## src/rtl/assert_macros.svh

```systemverilog
// assertion helpers for the reordering window
`ifndef ASSERT_MACROS_SVH
`define ASSERT_MACROS_SVH
`ifndef ASSERT_OFF
`define ASSERT_IMPL(label, clk, rst_n, prop) \
	label: assert property (@(posedge clk) disable iff (!rst_n) prop) else $error("%m failed");
`define ASSERT_NEVER(label, clk, rst_n, expr) \
	label: assert property (@(posedge clk) disable iff (!rst_n) !(expr)) else $error("%m failed");
`else
`define ASSERT_IMPL(label, clk, rst_n, prop)
`define ASSERT_NEVER(label, clk, rst_n, expr)
`endif
`endif

```

## src/rtl/urrw_pkg.sv

```systemverilog
package urrw_pkg;

	localparam int SN_W = 10;
	localparam int WS_W = 10;
	localparam int TK_W = 16;
	localparam int SHORT_SPACE = 32;

	localparam logic [1:0] REG_MODE = 2'd0;
	localparam logic [1:0] REG_WIN = 2'd1;
	localparam logic [1:0] REG_TICKS = 2'd2;

	localparam logic REQ_PDU = 1'b0;
	localparam logic REQ_TICK = 1'b1;

	typedef struct packed {
		logic req_type;
		logic [SN_W-1:0] seq_num;
	} req_t;

	typedef struct packed {
		logic accepted;
		logic release_valid;
		logic [SN_W-1:0] release_first;
		logic [SN_W-1:0] release_end;
		logic [SN_W-1:0] ur_value;
		logic [SN_W-1:0] uh_value;
		logic [SN_W-1:0] ux_value;
		logic timer_active;
		logic timer_fired;
	} rsp_t;

endpackage

```

## src/rtl/um_receive_reordering_window_unit.sv

```systemverilog
// Reordering window of an unacknowledged-mode receiver. A request (PDU or tick) is taken
// when start is high and busy low; exactly one result follows, shown for one cycle with
// done high, and must be taken then since the receiver cannot stall. The received bitmap
// sits in a one-port synchronous memory read and written one entry per cycle. After reset
// a clearing pass over every bitmap entry holds busy high. A discarded PDU, or a tick that
// does not expire the timer, passes through the read, check and finish states. An accepted
// PDU, or a tick that expires the timer, also walks ur forward, reading each bitmap entry
// before acting on it, and then sweeps the released entries; a PDU that stops the timer
// stays once more in the finish state. busy is low in the cycle that shows the result, so
// the next request can be taken then. The window walk and release sweep set the rate.
`include "assert_macros.svh"
module um_receive_reordering_window_unit #(
	parameter int SEQ_SPACE = 1024,
	parameter int TIMER_BITS = 16
) (
	input logic clk,
	input logic arst_n,
	input logic start,
	output logic busy,
	input urrw_pkg::req_t req,
	output logic done,
	output urrw_pkg::rsp_t rsp,
	input logic psel,
	input logic penable,
	input logic pwrite,
	input logic [3:0] paddr,
	input logic [31:0] pwdata,
	output logic [31:0] prdata,
	output logic pready
);
	localparam int AW = $clog2(SEQ_SPACE);
	localparam int SN = urrw_pkg::SN_W;
	localparam logic [2:0] ST_CLR = 3'd0, ST_IDLE = 3'd1, ST_RD = 3'd2, ST_CHK = 3'd3,
		ST_ADV = 3'd4, ST_REL = 3'd5, ST_FIN = 3'd6;

	logic mode_q;
	logic [urrw_pkg::WS_W-1:0] win_q;
	logic [urrw_pkg::TK_W-1:0] ticks_q;

	logic map_mem [SEQ_SPACE];
	logic rd_data;
	logic [AW-1:0] addr;
	logic we, wd;

	logic [2:0] st_q;
	logic [AW:0] clr_q;
	logic [AW-1:0] ur_q, uh_q, ux_q, last_q, x_q, sw_q, first_q;
	logic tr_q, fired_q, acc_q, rv_q, tick_q;
	logic [TIMER_BITS-1:0] left_q;
	logic [AW:0] cnt_q;

	logic [AW:0] m;
	logic [AW-1:0] mmask, w, wmax;
	logic [SN:0] wraw;

	always_comb begin
		m = mode_q ? (AW+1)'(SEQ_SPACE) : (AW+1)'(urrw_pkg::SHORT_SPACE);
		mmask = m[AW-1:0] - AW'(1);
		wmax = AW'(m >> 1);
		wraw = {1'b0, win_q};
		w = (win_q == '0) ? AW'(1) : ((wraw > (SN+1)'(wmax)) ? wmax : AW'(win_q));
	end

	function automatic logic [AW-1:0] relf(input logic [AW-1:0] xv, input logic [AW-1:0] uh,
			input logic [AW-1:0] ww, input logic [AW-1:0] mk);
		logic [AW-1:0] base;
		base = (uh - ww) & mk;
		return (xv - base) & mk;
	endfunction

	logic [AW-1:0] ur_m, uh_m, ux_m, x_m;
	logic [AW-1:0] rx, rur, rux, rur_n, nuh, nur;
	logic discard;
	always_comb begin
		ur_m = ur_q & mmask;
		uh_m = uh_q & mmask;
		ux_m = ux_q & mmask;
		x_m = x_q & mmask;
		rx = relf(x_m, uh_m, w, mmask);
		rur = relf(ur_m, uh_m, w, mmask);
		discard = (rx < rur) || (rd_data && (rur < rx) && (rx < w));
		nuh = (x_m + AW'(1)) & mmask;
		nur = ur_m;
		if (rx >= w && relf(ur_m, nuh, w, mmask) >= w)
			nur = (nuh - w) & mmask;
		rur_n = relf(ur_q, uh_q, w, mmask);
		rux = relf(ux_q, uh_q, w, mmask);
	end

	always_ff @(posedge clk) begin
		if (we)
			map_mem[addr] <= wd;
		rd_data <= map_mem[addr];
	end

	always_comb begin
		addr = '0;
		we = 1'b0;
		wd = 1'b0;
		case (st_q)
			ST_CLR: begin
				addr = clr_q[AW-1:0];
				we = 1'b1;
			end
			ST_IDLE: addr = AW'(req.seq_num) & mmask;
			ST_RD: addr = x_m;
			ST_CHK: begin
				addr = x_m;
				we = !tick_q && !discard;
				wd = 1'b1;
			end
			ST_ADV: addr = ur_q;
			ST_REL: begin
				addr = sw_q;
				we = (sw_q != ur_q) && (cnt_q < m);
			end
			default: addr = ur_q;
		endcase
	end

	assign busy = (st_q != ST_IDLE);
	assign pready = 1'b1;
	always_comb begin
		case (paddr[3:2])
			urrw_pkg::REG_MODE: prdata = {31'd0, mode_q};
			urrw_pkg::REG_WIN: prdata = {22'd0, win_q};
			urrw_pkg::REG_TICKS: prdata = {16'd0, ticks_q};
			default: prdata = '0;
		endcase
	end

	always_ff @(posedge clk or negedge arst_n) begin
		if (!arst_n) begin
			mode_q <= 1'b1;
			win_q <= 10'd512;
			ticks_q <= '0;
		end else if (psel && penable && pwrite) begin
			case (paddr[3:2])
				urrw_pkg::REG_MODE: mode_q <= pwdata[0];
				urrw_pkg::REG_WIN: win_q <= pwdata[9:0];
				urrw_pkg::REG_TICKS: ticks_q <= pwdata[15:0];
				default: ;
			endcase
		end
	end

	// adv: read map[ur] in one cycle, act on it in the next
	logic adv_wait_q;
	logic gap_q;

	always_ff @(posedge clk or negedge arst_n) begin
		if (!arst_n) begin
			st_q <= ST_CLR;
			clr_q <= '0;
			ur_q <= '0; uh_q <= '0; ux_q <= '0;
			last_q <= AW'(1023);
			tr_q <= 1'b0; left_q <= '0;
			done <= 1'b0;
			x_q <= '0; sw_q <= '0; first_q <= '0; cnt_q <= '0;
			fired_q <= 1'b0; acc_q <= 1'b0; rv_q <= 1'b0; tick_q <= 1'b0;
			adv_wait_q <= 1'b0;
			gap_q <= 1'b0;
		end else begin
			done <= 1'b0;
			case (st_q)
				ST_CLR: begin
					clr_q <= clr_q + 1'b1;
					if (clr_q == (AW+1)'(SEQ_SPACE - 1))
						st_q <= ST_IDLE;
				end
				ST_IDLE: if (start) begin
					tick_q <= req.req_type;
					x_q <= AW'(req.seq_num);
					ur_q <= ur_m; uh_q <= uh_m; ux_q <= ux_m;
					left_q <= left_q;
					fired_q <= 1'b0; acc_q <= 1'b0; rv_q <= 1'b0;
					st_q <= ST_RD;
				end
				ST_RD: st_q <= ST_CHK;
				ST_CHK: begin
					cnt_q <= '0;
					adv_wait_q <= 1'b1;
					if (tick_q) begin
						if (tr_q && left_q <= TIMER_BITS'(1)) begin
							tr_q <= 1'b0; left_q <= '0; fired_q <= 1'b1;
							ur_q <= ux_m;
							st_q <= ST_ADV;
						end else begin
							if (tr_q) left_q <= left_q - 1'b1;
							st_q <= ST_FIN;
						end
					end else if (discard) begin
						st_q <= ST_FIN;
					end else begin
						acc_q <= 1'b1;
						if (rx >= w) uh_q <= nuh;
						ur_q <= nur;
						st_q <= ST_ADV;
					end
				end
				ST_ADV: begin
					if (adv_wait_q) begin
						adv_wait_q <= 1'b0;
					end else begin
						// map[ur] visible; the just-set entry is written before this read
						if (rd_data && ur_q != uh_q && cnt_q < m) begin
							ur_q <= (ur_q + 1'b1) & mmask;
							cnt_q <= cnt_q + 1'b1;
							adv_wait_q <= 1'b1;
						end else begin
							first_q <= (last_q + 1'b1) & mmask;
							sw_q <= (last_q + 1'b1) & mmask;
							cnt_q <= '0;
							st_q <= ST_REL;
						end
					end
				end
				ST_REL: begin
					if (sw_q != ur_q && cnt_q < m) begin
						sw_q <= (sw_q + 1'b1) & mmask;
						cnt_q <= cnt_q + 1'b1;
						rv_q <= 1'b1;
					end else begin
						if (first_q != ur_q) begin
							rv_q <= 1'b1;
							last_q <= (ur_q - 1'b1) & mmask;
						end
						st_q <= ST_FIN;
						gap_q <= 1'b1;
					end
				end
				default: begin
					if (gap_q && tr_q && !fired_q && (rux <= rur_n || rux > w)) begin
						tr_q <= 1'b0; left_q <= '0;
					end else begin
						if (gap_q && (!tr_q || fired_q) && rur_n < w) begin
							tr_q <= 1'b1;
							left_q <= TIMER_BITS'(ticks_q);
							ux_q <= uh_q;
						end
						gap_q <= 1'b0;
						done <= 1'b1;
						st_q <= ST_IDLE;
					end
				end
			endcase
		end
	end

	always_comb begin
		rsp.accepted = acc_q;
		rsp.release_valid = rv_q;
		rsp.release_first = rv_q ? SN'(first_q) : '0;
		rsp.release_end = rv_q ? SN'(ur_q) : '0;
		rsp.ur_value = SN'(ur_q);
		rsp.uh_value = SN'(uh_q);
		rsp.ux_value = SN'(ux_q);
		rsp.timer_active = tr_q;
		rsp.timer_fired = fired_q;
	end

	`ASSERT_NEVER(a_no_done_busy_start, clk, arst_n, done && st_q != ST_IDLE)
	`ASSERT_IMPL(a_accept_busy, clk, arst_n, (start && !busy) |=> busy)
	`ASSERT_NEVER(a_fire_pdu, clk, arst_n, done && rsp.timer_fired && rsp.accepted)
endmodule
```

## config.mk

```make
export PLATFORM = sky130hd
export DESIGN_NAME = um_receive_reordering_window_unit
export DESIGN_NICKNAME = d
export VERILOG_FILES = /design/src/rtl/urrw_pkg.sv /design/src/rtl/um_receive_reordering_window_unit.sv
export VERILOG_INCLUDE_DIRS = /design/src /design/src/rtl
export SDC_FILE = /design/constraint.sdc
export NUM_CORES = 2
export LEC_CHECK = 0
export ABC_AREA = 1
export ABC_CLOCK_PERIOD_IN_PS = 45900
export BUFFER_PORTS_ARGS = -buffer_cell sky130_fd_sc_hd__buf_2
export CAP_MARGIN = 20
export CORE_MARGIN = 10
export CORE_UTILIZATION = 50
export CTS_CLUSTER_SIZE = 25
export DETAILED_ROUTE_END_ITERATION = 8
export GPL_TIMING_DRIVEN = 1
export PLACE_DENSITY = 0.66
export SLEW_MARGIN = 20
export SYNTH_ARGS = -nofsm -noshare
export SYNTH_HDL_FRONTEND = slang
export SYNTH_SLANG_ARGS = --single-unit
```

## constraint.sdc

```tcl
create_clock -name clk -period 45.9 [get_ports clk]
set_clock_uncertainty 0.1 [all_clocks]
set_input_delay 9.18 -clock clk [delete_from_list [all_inputs] [get_ports clk]]
set_output_delay 9.18 -clock clk [all_outputs]
set_load 0.03 [all_outputs]
```

==> flow_metrics.env <==
export IMPL_synth_compound_area_share_pct=4.22
export IMPL_worstPathArrival_ns=10.56
export IMPL_drc=0
export IMPL_synth_seq_cells=1171
export IMPL_ant_nets=0
export IMPL_fin_crit_ns=19.84
export IMPL_start_util_pct=50.4
export IMPL_ys_types=59
export IMPL_synth_xor_area_share_pct=1.13
export IMPL_cts_root_buffer="clkbuf_16"
export IMPL_core_area_mm2=0.122
export IMPL_vias=50400
export IMPL_cts_path_max_buffers=3
export IMPL_finalSetupViolCount=0
export IMPL_internal_power_uw=2550
export IMPL_wl_um=191000
export IMPL_pwr_share_seq_pct=26.1
export IMPL_dieHeight_um=371
export IMPL_tritoncts="yes"
export IMPL_min_from="x_q[5]"
export IMPL_insertedDiodeCount=0
export IMPL_dieArea_mm2=0.137
export IMPL_cp_required_ns=36.62
export IMPL_ys_seq_area_share_pct=56.0
export IMPL_cp_start_kind="input pin"
export IMPL_htree_levels=3
export IMPL_area_growth_pct=8.63
export IMPL_finalMaxSlewViolations=0
export IMPL_synthArstFlopShare_pct=12.5
export IMPL_switching_share_pct=49.8
export IMPL_crit_path_cell_trace="buf_2 > inv_1 > nor2_1 > inv_1 > o22ai_1 > buf_2"
export IMPL_worstSetupPathType="input pin to output port"
export IMPL_numCtsBuffers=121
export IMPL_pin_count=142
export IMPL_fin_nets=7357
export IMPL_overflow=0
export IMPL_fmax_ghz=0.0504
export IMPL_switching_power_uw=2530
export IMPL_synthFlopType="edfxtp_1"
export IMPL_cap_violations=0
export IMPL_path_max_fanout=9
export IMPL_grt_pass1_vias=46300
export IMPL_crit_path_end_kind="output port"
export IMPL_synth_edf_count=1024
export IMPL_dpl_hpwl_um=104000
export IMPL_rsz0062_at_grt="false"
export IMPL_holdCritPathClass="flop to flop"
export IMPL_postCtsSetupBuffers=0
export IMPL_routedWlPerCell_um=21.4
export IMPL_relSlewSlack_pct=23.5
export IMPL_synth_area_leaders="edfxtp_1 50%, nand2_1 15%, nor2_1 8.0%, dfrtp_1 5.5%, nand3_1 5.2%"
export IMPL_hold_buffers=0
export IMPL_worstSetupStartpoint="paddr[2]"
export IMPL_cts_resized=0
export IMPL_die_w_um=371
export IMPL_clock_sinks=1171
export IMPL_cp_num_buf_inv=4
export IMPL_viasPerCell=5.66
export IMPL_synth_cells=7307
export IMPL_synthTopCellsByCount="2,522 x nand2_1, 1,315 x nor2_1, 1,024 x edfxtp_1"
export IMPL_cp_slowest_cell="nor2_1"
export IMPL_power_per_cell_area_mw_per_mm2=76.0
export IMPL_outcome="completed"
export IMPL_synth_fa_ha_area_share_pct=2.78
export IMPL_r2r_start="mode_q"
export IMPL_ys_warn_count=0
export IMPL_io_buffers=106
export IMPL_tightest_slew_ns=1.14
export IMPL_rows=128
export IMPL_yosys_area_share_simple_pct=30.0
export IMPL_synth_most_common_cell="nand2_1"
export IMPL_holdWs_ns=0.372
export IMPL_drive_gt1_share_pct=6.86
export IMPL_cpPeakStageDelay_ns=0.57
export IMPL_synth_top_family_by_area="simple AND/OR/NAND/NOR gates"
export IMPL_crit_family="buffers and inverters"
export IMPL_vdd_ir_drop_max_uv=79.0
export IMPL_grt_pass1_wl_um=283000
export IMPL_grt_max_degree=301
export IMPL_final_util_pct=54.7
export IMPL_grt_total_usage_pct=26.9
export IMPL_antenna_found_initial=1
export IMPL_gp_congestion=0.985
export IMPL_synthesis_area_mm2=0.0615
export IMPL_total_leakage_power_uw=0.0274
export IMPL_pwr_share_clk_pct=18.8
export IMPL_drtIter0Drc=6403
export IMPL_synth_top_area_cell="edfxtp_1"
export IMPL_finalPower_uw=5080
export IMPL_tns_ns=0
export IMPL_clk_pin_slew_ns=0.06
export IMPL_finalHoldViolCount=0
export IMPL_fin_crit_sh_pct=43.2
export IMPL_syn_avg_cell_area_um2=8.41
export IMPL_yosys_mux_area_fraction_pct=0.110
export IMPL_clock_latency_ns=0.73
export IMPL_synth_top_cell_area_share_pct=50.0
export IMPL_drt_first_pass_iters=6
export IMPL_combPwrFrac_pct=55.1
==> worst paths after layout <==
check | end | slack, ns | cells past startpoint
setup / recovery | prdata[4] | 26.06 | 6
hold / removal | x_q[5] | 0.37 | 2
setup reg to reg | map_mem[324] | 36.38 | 36
hold reg to reg | x_q[5] | 0.37 | 2
max in group asynchronous | left_q[6] | 36.08 | 2
min in group asynchronous | first_q[7] | 8.39 | 1
==> metrics by stage <==
stage | std cells | cell area, um2 | worst slack (ns)
detailed placement | 8665 | 62800 | 26.06
global placement | 8663 | 62800 | 26.08
global route | 8899 | 66800 | 25.90
finish | 8899 | 66800 | 26.06
floorplan | 7322 | 61500 | 25.84
CTS | 8891 | 66600 | 26.06
==> kinds of logic (layout without fill, tap and decap cells) <==
| logic type | Yosys count | in the layout |
|---|---|---|
| DFF | 1171 | 1171 |
| AOI/OAI and AO/OA | 473 | 473 |
| and+or+nand+nor | 4614 | 4614 |
| adders and majority gates | 133 | 133 |
| buffers and inverters | 829 | 781 |
| muxes | 6 | 6 |
| xor gates and xnor gates | 79 | 79 |
| other | 2 | 17 |
==> flip-flops by register name (all words and copies together) (netlist names), 11 cells and up <==
name	flops
left_q	16
cnt_q	11
clr_q	11
ticks_q	16
map_mem	1024
==> worst min-delay path: stages (launching register included) <==
cell     delay (ns)
dfrtp_1        0.34
nand2_1        0.05
nand2_1        0.05
==> power by group through the flow <==
stage,Sequential [uW],Combinational (uW),Clock [uW]
after floorplan,1400,1930,0
after global placement,1340,2710,0
after detailed placement,1350,2740,0
after CTS,1320,2750,961
after global routing,1330,3100,1000
final,1330,2800,953
==> metal layers <==
metal	track usage, %	vias to the layer above	share of wire (%)
met2	44.5	2309	47
met4	12.6	2	5.3
met1	34.4	24100	39
met5	0	-	0.0063
li1	-	23500	-
met3	4.18	474	9.1
==> layout make-up <==
type	count	area, um2
clock inverters	65	528
flip-flops and latches	1171	34400
repair buffers	207	1500
inverters	348	1310
multi-input cells	5322	23700
clock buffers	161	3260
fillers	11300	55200
well taps	1625	2030
==> cell usage in the layout, fill, tap and decap left out, drive strengths merged, types with 56 or more instances in the layout <==
cell type and instances:
clkbuf 161, o21ai 207, ha 127, dfrtp 134, inv 348, clkinv 56, nand3 639, nand2 2558
edfxtp 1024, a21oi 174, nor2 1330, buf 207
No activity file was read; power rests on OpenSTA's default activity.
